File: src/sdspi_pkg.sv
// Shared types, phase codes and constants of the SD SPI command engine.
package sdspi_pkg;

    localparam logic [3:0] PH_IDLE = 4'd0;
    localparam logic [3:0] PH_WAKE = 4'd1;
    localparam logic [3:0] PH_BUSY = 4'd2;
    localparam logic [3:0] PH_SEND = 4'd3;
    localparam logic [3:0] PH_RESP = 4'd4;

    localparam logic [1:0] FN_CMD  = 2'd0;
    localparam logic [1:0] FN_INIT = 2'd1;
    localparam logic [1:0] FN_RX   = 2'd2;
    localparam logic [1:0] FN_TICK = 2'd3;

    localparam logic [1:0] REG_BUSY_WAIT    = 2'd0;
    localparam logic [1:0] REG_INIT_TIMEOUT = 2'd1;
    localparam logic [1:0] REG_WAKE_BYTES   = 2'd2;

    localparam logic [15:0] BUSY_WAIT_RESET    = 16'd300;
    localparam logic [15:0] INIT_TIMEOUT_RESET = 16'd2000;
    localparam logic [7:0]  WAKE_BYTES_RESET   = 8'd10;

    localparam logic [7:0]  CMD_START   = 8'h40;
    localparam logic [7:0]  CRC_CMD0    = 8'h95;
    localparam logic [7:0]  CRC_CMD8    = 8'h87;
    localparam logic [7:0]  FILL_BYTE   = 8'hFF;
    localparam logic [5:0]  CMD_APP     = 6'd55;
    localparam logic [5:0]  CMD_IDLE    = 6'd0;
    localparam logic [5:0]  CMD_IF_COND = 6'd8;
    localparam logic [8:0]  FRAME_LAST  = 9'd5;
    localparam logic [8:0]  RESP_LIMIT  = 9'd255;
    localparam logic [7:0]  R1_IDLE     = 8'h01;
    localparam logic [15:0] ELAPSED_MAX = 16'hFFFF;

    typedef struct packed {
        logic [1:0]  func;
        logic [5:0]  command_index;
        logic [31:0] argument;
        logic        app_command;
        logic [7:0]  rx_byte;
    } in_t;

    typedef struct packed {
        logic       tx_valid;
        logic [7:0] tx_byte;
        logic       cs_low;
        logic       done_res;
        logic [7:0] r1_status;
        logic       init_error;
    } out_t;

    typedef struct packed {
        logic [15:0] busy_wait_ms;
        logic [15:0] init_timeout_ms;
        logic [7:0]  wake_bytes;
    } cfg_t;

    typedef struct packed {
        logic [3:0]  phase;
        logic [8:0]  byte_counter;
        logic [15:0] busy_elapsed;
        logic [15:0] init_elapsed;
        logic [5:0]  command_hold;
        logic [31:0] argument_hold;
        logic        prefix_pending;
        logic        init_mode;
        logic [7:0]  last_response;
        logic        select_level;
    } state_t;

    // Idle, counters cleared, chip select high.
    localparam state_t STATE_RESET = '{
        phase:          PH_IDLE,
        byte_counter:   9'd0,
        busy_elapsed:   16'd0,
        init_elapsed:   16'd0,
        command_hold:   6'd0,
        argument_hold:  32'd0,
        prefix_pending: 1'b0,
        init_mode:      1'b0,
        last_response:  8'd0,
        select_level:   1'b1
    };

endpackage

File: src/sdspi_step.sv
// Next-state and result logic for one event of the SD SPI command engine.
module sdspi_step
    import sdspi_pkg::*;
(
    input  state_t st,
    input  in_t    item,
    input  cfg_t   cfg,
    output state_t nxt,
    output logic   res_valid,
    output out_t   res
);

    logic       tx_v;
    logic [7:0] tx_b;
    logic       done;
    logic       err;
    logic [5:0] cur_cmd;
    logic [31:0] cur_arg;
    logic [8:0] cnt_inc;

    // Byte k of the command frame: start+index, four argument bytes, then CRC or 0xFF fill.
    function automatic logic [7:0] frame_byte(input logic [2:0] k, input logic [5:0] c,
                                             input logic [31:0] a);
        logic [7:0] b;
        case (k)
            3'd0:    b = CMD_START | {2'b00, c};
            3'd1:    b = a[31:24];
            3'd2:    b = a[23:16];
            3'd3:    b = a[15:8];
            3'd4:    b = a[7:0];
            default:
            begin
                if (c == CMD_IDLE)
                    b = CRC_CMD0;
                else if (c == CMD_IF_COND)
                    b = CRC_CMD8;
                else
                    b = FILL_BYTE;
            end
        endcase
        return b;
    endfunction

    assign cur_cmd = st.prefix_pending ? CMD_APP : st.command_hold;
    assign cur_arg = st.prefix_pending ? 32'd0 : st.argument_hold;
    assign cnt_inc = st.byte_counter + 9'd1;

    always_comb
    begin
        logic start_wait;
        nxt        = st;
        res_valid  = 1'b0;
        tx_v       = 1'b1;
        tx_b       = FILL_BYTE;
        done       = 1'b0;
        err        = 1'b0;
        start_wait = 1'b0;
        case (item.func)
            FN_TICK:
            begin
                if (st.busy_elapsed != ELAPSED_MAX)
                    nxt.busy_elapsed = st.busy_elapsed + 16'd1;
                if (st.init_elapsed != ELAPSED_MAX)
                    nxt.init_elapsed = st.init_elapsed + 16'd1;
            end
            FN_CMD:
            begin
                if (st.phase == PH_IDLE)
                begin
                    nxt.command_hold   = item.command_index;
                    nxt.argument_hold  = item.argument;
                    nxt.prefix_pending = item.app_command;
                    nxt.init_mode      = 1'b0;
                    start_wait         = 1'b1;
                end
            end
            FN_INIT:
            begin
                if (st.phase == PH_IDLE)
                begin
                    nxt.command_hold   = '0;
                    nxt.argument_hold  = '0;
                    nxt.prefix_pending = 1'b0;
                    nxt.init_mode      = 1'b1;
                    nxt.init_elapsed   = '0;
                    if (cfg.wake_bytes == 8'd0)
                        start_wait = 1'b1;
                    else
                    begin
                        nxt.select_level = 1'b1;
                        nxt.phase        = PH_WAKE;
                        nxt.byte_counter = '0;
                        res_valid        = 1'b1;
                    end
                end
            end
            default:
            begin
                case (st.phase)
                    PH_WAKE:
                    begin
                        nxt.byte_counter = cnt_inc;
                        if (cnt_inc < {1'b0, cfg.wake_bytes})
                            res_valid = 1'b1;
                        else
                            start_wait = 1'b1;
                    end
                    PH_BUSY:
                    begin
                        res_valid = 1'b1;
                        if (!(item.rx_byte != FILL_BYTE && st.busy_elapsed < cfg.busy_wait_ms))
                        begin
                            nxt.phase        = PH_SEND;
                            nxt.byte_counter = '0;
                            tx_b             = frame_byte(3'd0, cur_cmd, cur_arg);
                        end
                    end
                    PH_SEND:
                    begin
                        res_valid = 1'b1;
                        if (cnt_inc <= FRAME_LAST)
                        begin
                            nxt.byte_counter = cnt_inc;
                            tx_b             = frame_byte(cnt_inc[2:0], cur_cmd, cur_arg);
                        end
                        else
                        begin
                            nxt.phase        = PH_RESP;
                            nxt.byte_counter = '0;
                        end
                    end
                    PH_RESP:
                    begin
                        nxt.last_response = item.rx_byte;
                        if (item.rx_byte[7] && st.byte_counter < RESP_LIMIT)
                        begin
                            nxt.byte_counter = cnt_inc;
                            res_valid        = 1'b1;
                        end
                        else
                        begin
                            nxt.byte_counter = '0;
                            if (st.prefix_pending)
                            begin
                                nxt.prefix_pending = 1'b0;
                                start_wait         = 1'b1;
                            end
                            else if (st.init_mode)
                            begin
                                if (item.rx_byte == R1_IDLE ||
                                    st.init_elapsed > cfg.init_timeout_ms)
                                begin
                                    nxt.init_mode    = 1'b0;
                                    nxt.phase        = PH_IDLE;
                                    nxt.select_level = 1'b1;
                                    res_valid        = 1'b1;
                                    tx_v             = 1'b0;
                                    done             = 1'b1;
                                    err              = (item.rx_byte != R1_IDLE);
                                end
                                else
                                    start_wait = 1'b1;
                            end
                            else
                            begin
                                nxt.phase = PH_IDLE;
                                res_valid = 1'b1;
                                tx_v      = 1'b0;
                                done      = 1'b1;
                            end
                        end
                    end
                    default:
                    begin
                        res_valid = 1'b0;
                    end
                endcase
            end
        endcase
        if (start_wait)
        begin
            nxt.select_level = 1'b0;
            nxt.phase        = PH_BUSY;
            nxt.byte_counter = '0;
            nxt.busy_elapsed = '0;
            res_valid        = 1'b1;
            tx_v             = 1'b1;
            tx_b             = FILL_BYTE;
        end
    end

    assign res.tx_valid   = tx_v;
    assign res.tx_byte    = tx_v ? tx_b : 8'd0;
    assign res.cs_low     = ~nxt.select_level;
    assign res.done_res   = done;
    assign res.r1_status  = nxt.last_response;
    assign res.init_error = err;

endmodule

File: src/sd_spi_command_engine_unit.sv
// Top level of the SD SPI command engine: state, configuration and output buffering.
// A result is registered in the result register, or parked in the skid entry while that register is held.
// Throughput: one input transaction per cycle while in_stall is low; the event logic is one pass per item.
// A two-entry output buffer (result register plus skid) lets input keep flowing
// while out_stall is high until the skid fills; in_stall rises only when both are full.
// Reset (rst_n low, asynchronous): sequencer idle, CS high, counters cleared,
// registers back to busy wait 300 ms, init timeout 2000 ms, 10 wake bytes.
module sd_spi_command_engine_unit
    import sdspi_pkg::*;
(
    input  logic        clk,
    input  logic        rst_n,
    input  logic        in_valid,
    output logic        in_stall,
    input  in_t         in_data,
    output logic        out_valid,
    input  logic        out_stall,
    output out_t        out_data,
    input  logic        cfg_write,
    input  logic [1:0]  cfg_index,
    input  logic [15:0] cfg_data
);

    state_t state_reg;
    state_t state_next;
    cfg_t   cfg_reg;

    logic   res_valid;
    out_t   res;

    logic   main_valid_reg, main_valid_next;
    logic   skid_valid_reg, skid_valid_next;
    out_t   main_reg, main_next;
    out_t   skid_reg, skid_next;

    logic   in_take;
    logic   out_take;

    // Accept whenever the skid entry is free; the result register may still hold.
    assign in_stall  = skid_valid_reg;
    assign in_take   = in_valid && !skid_valid_reg;
    assign out_valid = main_valid_reg;
    assign out_data  = main_reg;
    assign out_take  = main_valid_reg && !out_stall;

    sdspi_step u_step
    (
        .st        (state_reg),
        .item      (in_data),
        .cfg       (cfg_reg),
        .nxt       (state_next),
        .res_valid (res_valid),
        .res       (res)
    );

    // Configuration writes land directly; unknown indexes drop.
    always_ff @(posedge clk or negedge rst_n)
    begin
        if (!rst_n)
        begin
            cfg_reg.busy_wait_ms    <= BUSY_WAIT_RESET;
            cfg_reg.init_timeout_ms <= INIT_TIMEOUT_RESET;
            cfg_reg.wake_bytes      <= WAKE_BYTES_RESET;
        end
        else if (cfg_write)
        begin
            case (cfg_index)
                REG_BUSY_WAIT:    cfg_reg.busy_wait_ms    <= cfg_data;
                REG_INIT_TIMEOUT: cfg_reg.init_timeout_ms <= cfg_data;
                REG_WAKE_BYTES:   cfg_reg.wake_bytes      <= cfg_data[7:0];
                default:          cfg_reg                 <= cfg_reg;
            endcase
        end
    end

    // Advance the sequencer state on every accepted transaction.
    always_ff @(posedge clk or negedge rst_n)
    begin
        if (!rst_n)
        begin
            state_reg <= STATE_RESET;
        end
        else if (in_take)
        begin
            state_reg <= state_next;
        end
    end

    // Output buffer: drain main first, refill from skid, park a new result in
    // skid only when main is occupied and not draining.
    always_comb
    begin
        main_valid_next = main_valid_reg;
        skid_valid_next = skid_valid_reg;
        main_next       = main_reg;
        skid_next       = skid_reg;
        if (out_take)
        begin
            if (skid_valid_reg)
            begin
                main_next       = skid_reg;
                skid_valid_next = 1'b0;
            end
            else
                main_valid_next = 1'b0;
        end
        if (in_take && res_valid)
        begin
            if (!main_valid_reg || out_take)
            begin
                main_next       = res;
                main_valid_next = 1'b1;
            end
            else
            begin
                skid_next       = res;
                skid_valid_next = 1'b1;
            end
        end
    end

    always_ff @(posedge clk or negedge rst_n)
    begin
        if (!rst_n)
        begin
            main_valid_reg <= 1'b0;
            skid_valid_reg <= 1'b0;
        end
        else
        begin
            main_valid_reg <= main_valid_next;
            skid_valid_reg <= skid_valid_next;
        end
    end

    // Hold payload without reset.
    always_ff @(posedge clk)
    begin
        main_reg <= main_next;
        skid_reg <= skid_next;
    end

    // A parked skid result always sits behind a valid result register.
    a_skid_behind_main: assert property (@(posedge clk) disable iff (!rst_n)
        skid_valid_reg |-> main_valid_reg)
        else $error("skid entry valid while result register empty");

    // A finished sequence never asks for a transfer.
    a_done_no_tx: assert property (@(posedge clk) disable iff (!rst_n)
        (main_valid_reg && main_reg.done_res) |->
        (!main_reg.tx_valid && main_reg.tx_byte == 8'd0))
        else $error("done result carries a transfer byte");

    // Wake bytes go out with chip select high.
    a_wake_cs_high: assert property (@(posedge clk) disable iff (!rst_n)
        (state_reg.phase == PH_WAKE) |-> state_reg.select_level)
        else $error("chip select low during wake bytes");

    // Any accepted transaction into a full buffer must not be lost.
    a_no_overflow: assert property (@(posedge clk) disable iff (!rst_n)
        (skid_valid_reg && out_stall) |=> skid_valid_reg)
        else $error("skid entry dropped while output stalled");

endmodule

File: config.mk
export PLATFORM = sky130hd
export DESIGN_NAME = sd_spi_command_engine_unit
export DESIGN_NICKNAME = d
export VERILOG_FILES = /design/src/sdspi_pkg.sv /design/src/sdspi_step.sv /design/src/sd_spi_command_engine_unit.sv
export SDC_FILE = /design/constraint.sdc
export NUM_CORES = 1
export LEC_CHECK = 0
export BUFFER_PORTS_ARGS = -buffer_cell sky130_fd_sc_hd__buf_2
export CORE_ASPECT_RATIO = 2
export CORE_MARGIN = 2
export CORE_UTILIZATION = 58
export CTS_CLUSTER_DIAMETER = 50
export DETAILED_ROUTE_END_ITERATION = 8
export PLACE_DENSITY = 0.86
export RECOVER_POWER = 25
export SLEW_MARGIN = 15
export SYNTH_ARGS = -nofsm -noshare
export SYNTH_HDL_FRONTEND = slang
export SYNTH_HIERARCHICAL = 1
export SYNTH_SLANG_ARGS = --single-unit
File: constraint.sdc
create_clock -name clk -period 5.3 [get_ports clk]
set_clock_uncertainty 0.1 [all_clocks]
set_input_delay 0.53 -clock clk [delete_from_list [all_inputs] [get_ports clk]]
set_output_delay 0.53 -clock clk [all_outputs]
set_load 0.1 [all_outputs]
==> flow_metrics.env, run 1 <==
export IMPL_largest_reg_flops=94
export IMPL_slowest_delay_ps=530
export IMPL_io_pins=94
export IMPL_violations="max-capacitance violations, max-slew violations"
export IMPL_critPathBufInv=1
export IMPL_syn_area_um2=10660
export IMPL_start_util=0.5879
export IMPL_tightest_slew_ps=2512
export IMPL_num_vias=8168
export IMPL_wl_per_cell_um=19.60
export IMPL_period_share=0.8657
export IMPL_grt_pass1_vias=8183
export IMPL_crit_type="flip-flop to flip-flop"
export IMPL_routed_wl_um=24860
export IMPL_syn_avg_cell_area_um2=10.89
export IMPL_leakagePower_nw=5.434
export IMPL_drtIter0Drc=432
export IMPL_gp_congestion=0.9226
export IMPL_grt_pass1_wl_um=40260
export IMPL_cp_data_arrival_time_ps=4620
export IMPL_synth_top_area_frac=0.2888
export IMPL_multi_input_area_um2=5684
export IMPL_ys_ff_latch=176
export IMPL_max_slew_margin=-0.6744
export IMPL_ys_async_sr_fraction=0.7727
export IMPL_final_common_cell="mux2_2"
export IMPL_antenna_found_initial=0
export IMPL_drc_errors=0
export IMPL_status="finished with violations"
export IMPL_drive_above_1_share=0.3260
export IMPL_netlist_instances=979
export IMPL_clk_latency_ps=440
export IMPL_syn_to_final_growth_pct=9.720
export IMPL_cp_start_kind="flip-flop"
export IMPL_detail_route_antenna_nets=0
export IMPL_synth_warning_count=6
export IMPL_cts_setup_buffers=0
export IMPL_synth_nets=1101
export IMPL_core_rowCount=70
export IMPL_clkTransAtPathRegs_ps=70
export IMPL_ctsResizeCount=0
export IMPL_via_per_inst=6.442
export IMPL_layout_common_cells="137 x mux2_2, 123 x dfrtp_1, 92 x buf_2"
export IMPL_yosysTopAreaCell="dfrtp_1"
export IMPL_power_mw=5.485
export IMPL_cts_tree="yes"
export IMPL_critPathMaxFanout=13
export IMPL_cts_made_buffers=17
export IMPL_crit_path_top_delay_cell="dfrtp_1"
export IMPL_die_x_um=99.86
export IMPL_post_dp_hpwl_um=17720
export IMPL_synth_edf_count=20
export IMPL_finalCriticalPeriod_ps=4588
export IMPL_root_buffer="clkbuf_16"
export IMPL_die_area_um2=19540
export IMPL_critPathCaptureType="flip-flop"
export IMPL_fp_dieH_um=195.7
export IMPL_synth_ff_type="dfrtp_1"
export IMPL_holdBufCountCts=0
export IMPL_powerDensity_nw_per_um2=469.0
export IMPL_fmax_mhz=218.0
export IMPL_setup_viol=0
export IMPL_first_pass_iters=7
export IMPL_report_final_slew_viol_count=97
export IMPL_grt_total_usage=0.2585
export IMPL_crit_chain="ha_1 > nand4_1 > nor2_1 > xor2_1 > ha_1 > o211a_1 > a221o_1 > a311oi_1 > a221oi_1 > o21bai_1 > nand3_1 > nor2_1 > buf_4"
export IMPL_finalHoldViolCount=0
export IMPL_worstPathRequired_ps=5330
export IMPL_yosys_cell_types_count=84
export IMPL_grt_overflow=0
export IMPL_ir_worst_vdd_mv=0.3084
export IMPL_utilization=0.6451
export IMPL_yosysSeqAreaShare=0.4147
export IMPL_setup_tns_ps=0
export IMPL_grt_setup_unrepaired="no"
export IMPL_clockBufferDepth=2
export IMPL_num_antenna_cells=0
export IMPL_met3_usage=0.03883
export IMPL_yosys_top_cells_area="dfrtp_1 29%, mux2_2 14%, ha_1 5.9%"
export IMPL_cts_sinks=176
export IMPL_io_buffers=93
export IMPL_grtUsageMet1=0.2908
export IMPL_n_fill_cell=1406
export IMPL_use_met2=0.4580
export IMPL_critPathTopFamily="compound AO/OA/AOI/OAI gates"
export IMPL_grt_max_degree=97
export IMPL_seq_area_um2=4420
export IMPL_hp_class="input pin to flip-flop"
export IMPL_htree_levels=4
export IMPL_nNetsFinal=1161
export IMPL_coreArea_um2=18130
export IMPL_maxCapViolations=1
export IMPL_grt_busiest_layer="met2"
-- worst reg2reg max path: cells and delay by family (launching register included) --
family / cells / cell delay, ps
and+or+nand+nor: 4 / 950
AOI/OAI and AO/OA: 5 / 1510
buffers and inverters: 1 / 330
DFF: 1 / 530
adders and majority gates: 2 / 650
xor gates and xnor gates: 1 / 220
-- stage by stage --
step	hold WS [ps]	area (µm²)	setup WS, ps	instances
detailed placement	386.4	11120	821.6	1236
CTS	134.9	11700	780.6	1268
finish	228.4	11700	712.0	1268
global route	231.7	11700	488.2	1268
global placement	371.1	11120	962.1	1236
floorplan	134.4	10660	1166	979
-- cell families (layout without fill, tap and decap cells) --
family | count (synthesis) | in the layout | synth area share
AND/OR/NAND/NOR | 231 | 231 | 0.1109
AO/OA/AOI/OAI | 203 | 203 | 0.1379
multiplexers | 185 | 185 | 0.2091
flip-flops | 176 | 176 | 0.4147
buffers and inverters | 117 | 190 | 0.05400
adder cells (fa/ha/maj) | 50 | 50 | 0.05869
XOR/XNOR | 17 | 17 | 0.01467
-- layout make-up --
cell class                      count  share of cell area
Multi-Input combinational cell    686              0.4860
Timing Repair Buffer              101             0.04493
Inverter                           57             0.01829
Clock inverter                     14             0.01295
Sequential cell                   176              0.3780
Tap cell                          216             0.02311
Clock buffer                       18             0.03670
-- worst paths after layout --
kind                            slack [ps]  cells past startpoint     startpoint            end
max in group asynchronous             2670                      2          rst_n    cfg_reg[26]
worst min-delay path                   230                      2    cfg_data[9]    cfg_reg[33]
worst min register to register         390                      1    cfg_reg[25]    cfg_reg[25]
worst max-delay path                   710                     13  state_reg[81]   skid_reg[14]
worst max register to register         710                     13  state_reg[81]   skid_reg[14]
min in group asynchronous              750                      1          rst_n  state_reg[64]
-- routing by layer --
layer | up-vias | wire length, µm | part of all wire
li1 | 3729 | - | -
met1 | 4018 | 9217 | 0.37
met2 | 336 | 13250 | 0.53
met3 | 85 | 1102 | 0.044
met4 | 0 | 1282 | 0.052
met5 | - | 0 | 0
-- power breakdown --
| part | internal (mW) | switching (mW) | leakage, nW |
|---|---|---|---|
| Clock | 0.665 | 0.581 | 0.280 |
| Combinational | 0.887 | 1.34 | 3.05 |
| Sequential | 1.71 | 0.311 | 2.10 |
| Total | 3.26 | 2.23 | 5.43 |
-- synth_stat cells (5+ instances only) --
library cell	n
inv_1	56
dfstp_2	13
buf_2	13
and2_1	8
nor4_1	5
ha_1	50
mux2_2	137
buf_6	8
o21ai_0	37
a21oi_1	38
a222oi_1	8
and3_1	6
dfrtp_1	123
mux2_4	40
a22oi_1	6
nor2b_1	5
dfxtp_1	20
nand3_1	17
nor2_1	60
nand2_1	60
edfxtp_1	20
buf_1	5
nand3b_1	6
a22o_1	39
xor2_1	12
nand2b_1	6
nand4_1	18
clkbuf_1	18
a31oi_1	17
or3_1	7
buf_4	16
nor3_1	15
o311ai_0	5
No activity file was read; power rests on OpenSTA's default activity.
==> run 2: changes to the inputs <==
Settings changed: CORE_UTILIZATION 58 to 50, PLACE_DENSITY 0.86 to 0.77.
Clock period 5.3 ns to 4.6 ns, I/O delays scaled along.
==> run 2 against run 1 <==
Compared with the run above: flip-flop and latch count did not move; global-route usage fell by 3.0 points; critical endpoint is now out_data[4]; cell count rose by 4.2%; sequential power rose by 15%; design area rose by 1.1%; core utilization fell by 8.0 points; the flow still finishes with violations (max-capacitance violations, max-slew violations); sequential share of layout area fell by 0.42 points; critical path type unchanged; via count fell by 3.3%; setup slack got worse by 450 ps.
==> flow_metrics.env, run 2 (synthesized netlist as in run 1, its figures left out) <==
export IMPL_slowest_delay_ps=480
export IMPL_wl_met3_um=816
export IMPL_first_pass_iters=5
export IMPL_cpMostUsedCell="ha_1"
export IMPL_detail_route_antenna_nets=0
export IMPL_routed_top_layer="met4"
export IMPL_utilization=0.5652
export IMPL_violations="max-capacitance violations, max-slew violations"
export IMPL_routed_wl_um=24780
export IMPL_cts_tree="yes"
export IMPL_critPathMaxFanout=20
export IMPL_report_final_slew_viol_count=106
export IMPL_die_area_um2=22570
export IMPL_nNetsFinal=1161
export IMPL_root_buffer="clkbuf_16"
export IMPL_holdBufCountCts=0
export IMPL_drc_errors=0
export IMPL_finalHoldViolCount=0
export IMPL_crit_chain="ha_1 > nand4_1 > nor2_1 > xor2_1 > ha_1 > o211a_1 > a221o_1 > a311oi_1 > o32a_1 > o311ai_4 > o21bai_1 > nand3_1 > buf_4 > mux2_4"
export IMPL_grt_overflow=0
export IMPL_die_x_um=107.2
export IMPL_hp_class="input pin to flip-flop"
export IMPL_num_vias=7901
export IMPL_maxCapViolations=1
export IMPL_grt_pass1_vias=8041
export IMPL_critPathTopFamily="compound AO/OA/AOI/OAI gates"
export IMPL_antenna_found_initial=0
export IMPL_final_common_cell="mux2_2"
export IMPL_dpl_cell_area_um2=11200
export IMPL_tightest_slew_ps=2686
export IMPL_cts_setup_buffers=0
export IMPL_cts_made_buffers=17
export IMPL_post_dp_hpwl_um=17850
export IMPL_clkTransAtPathRegs_ps=70
export IMPL_grt_total_usage=0.2282
export IMPL_hold_end="cfg_reg[16]"
export IMPL_leakagePower_nw=5.466
export IMPL_ctsResizeCount=0
export IMPL_holdPathStages=2
export IMPL_ir_worst_vdd_mv=0.4899
export IMPL_layout_common_cells="137 x mux2_2, 123 x dfrtp_1, 92 x buf_2"
export IMPL_worstPathRequired_ps=4840
export IMPL_setup_tns_ps=0
export IMPL_final_area_um2=11830
export IMPL_drive_above_1_share=0.3270
export IMPL_grt_max_degree=106
export IMPL_via_per_inst=5.981
export IMPL_status="finished with violations"
export IMPL_finalCriticalPeriod_ps=4342
export IMPL_cp_start_kind="flip-flop"
export IMPL_critPathBufInv=1
export IMPL_num_antenna_cells=0
export IMPL_period_share=0.9439
export IMPL_io_pins=94
export IMPL_power_mw=6.447
export IMPL_cts_sinks=176
export IMPL_critPathCaptureType="flip-flop"
export IMPL_reg2reg_to="out_data[4]"
export IMPL_min_from="cfg_data[8]"
export IMPL_wl_met1_um=9269
export IMPL_core_rowCount=75
export IMPL_whs_ps=152.0
export IMPL_start_util=0.5094
export IMPL_ff2ff_setup_slack_ps=260
export IMPL_gp_congestion=0.8907
export IMPL_cp_data_arrival_time_ps=4580
export IMPL_crit_path_top_delay_cell="dfrtp_1"
export IMPL_powerDensity_nw_per_um2=545.1
export IMPL_setup_viol=0
export IMPL_fp_dieH_um=210.5
export IMPL_timing_rr_start="state_reg[81]"
export IMPL_clockBufferDepth=2
export IMPL_r2r_cells=14
export IMPL_fmax_mhz=230.3
export IMPL_wl_per_cell_um=18.76
export IMPL_grt_setup_unrepaired="no"
export IMPL_grt_pass1_wl_um=40210
export IMPL_syn_to_final_growth_pct=10.96
export IMPL_io_buffers=93
export IMPL_coreArea_um2=20930
export IMPL_crit_type="flip-flop to flip-flop"
export IMPL_htree_levels=4
export IMPL_clk_latency_ps=450
export IMPL_largest_reg_flops=94
export IMPL_drtIter0Drc=371
export IMPL_max_slew_margin=-0.7906
export IMPL_wl_met2_um=13830
## run 2: final cells by class
cell class | instances | area, µm²
Tap cell | 269 | 336.6
Inverter | 57 | 214.0
Fill cell | 1793 | 9099
Sequential cell | 176 | 4420
Clock buffer | 19 | 464.2
Multi-Input combinational cell | 686 | 5684
Timing Repair Buffer | 101 | 538.0
Clock inverter | 13 | 170.2
## run 2: how the worst max path moves through the flow
stage	slack, ps	start	endpoint	cells past startpoint
after detailed placement	280	state_reg[81]	out_data[4]	14
after floorplan	470	state_reg[81]	skid_reg[0]	13
after CTS	240	state_reg[81]	out_data[4]	14
after global routing	5	state_reg[81]	out_data[11]	14
final	260	state_reg[81]	out_data[4]	14
after global placement	380	state_reg[81]	out_data[13]	14
## run 2: routing by layer
| metal | track usage | up-vias |
|---|---|---|
| met1 | 0.2488 | 3919 |
| met5 | 0 | - |
| met3 | 0.03123 | 50 |
| met4 | 0.1142 | 0 |
| met2 | 0.4221 | 200 |
| li1 | - | 3732 |
## run 2: per-stage QoR
step / cells / setup WS (ps)
6_report: 1321 / 258.1
5_1_grt: 1321 / 4.829
4_1_cts: 1321 / 244.3
3_5_place_dp: 1289 / 279.9
3_3_place_gp: 1289 / 380.2
2_1_floorplan: 979 / 466.1
## run 2: power by group
| part | leakage [nW] | internal, mW | total [mW] | switching (mW) |
|---|---|---|---|---|
| sequential | 2.10 | 1.97 | 2.32 | 0.355 |
| combinational | 3.06 | 1.02 | 2.57 | 1.55 |
| clock | 0.308 | 0.910 | 1.55 | 0.645 |
| total | 5.47 | 3.90 | 6.45 | 2.55 |
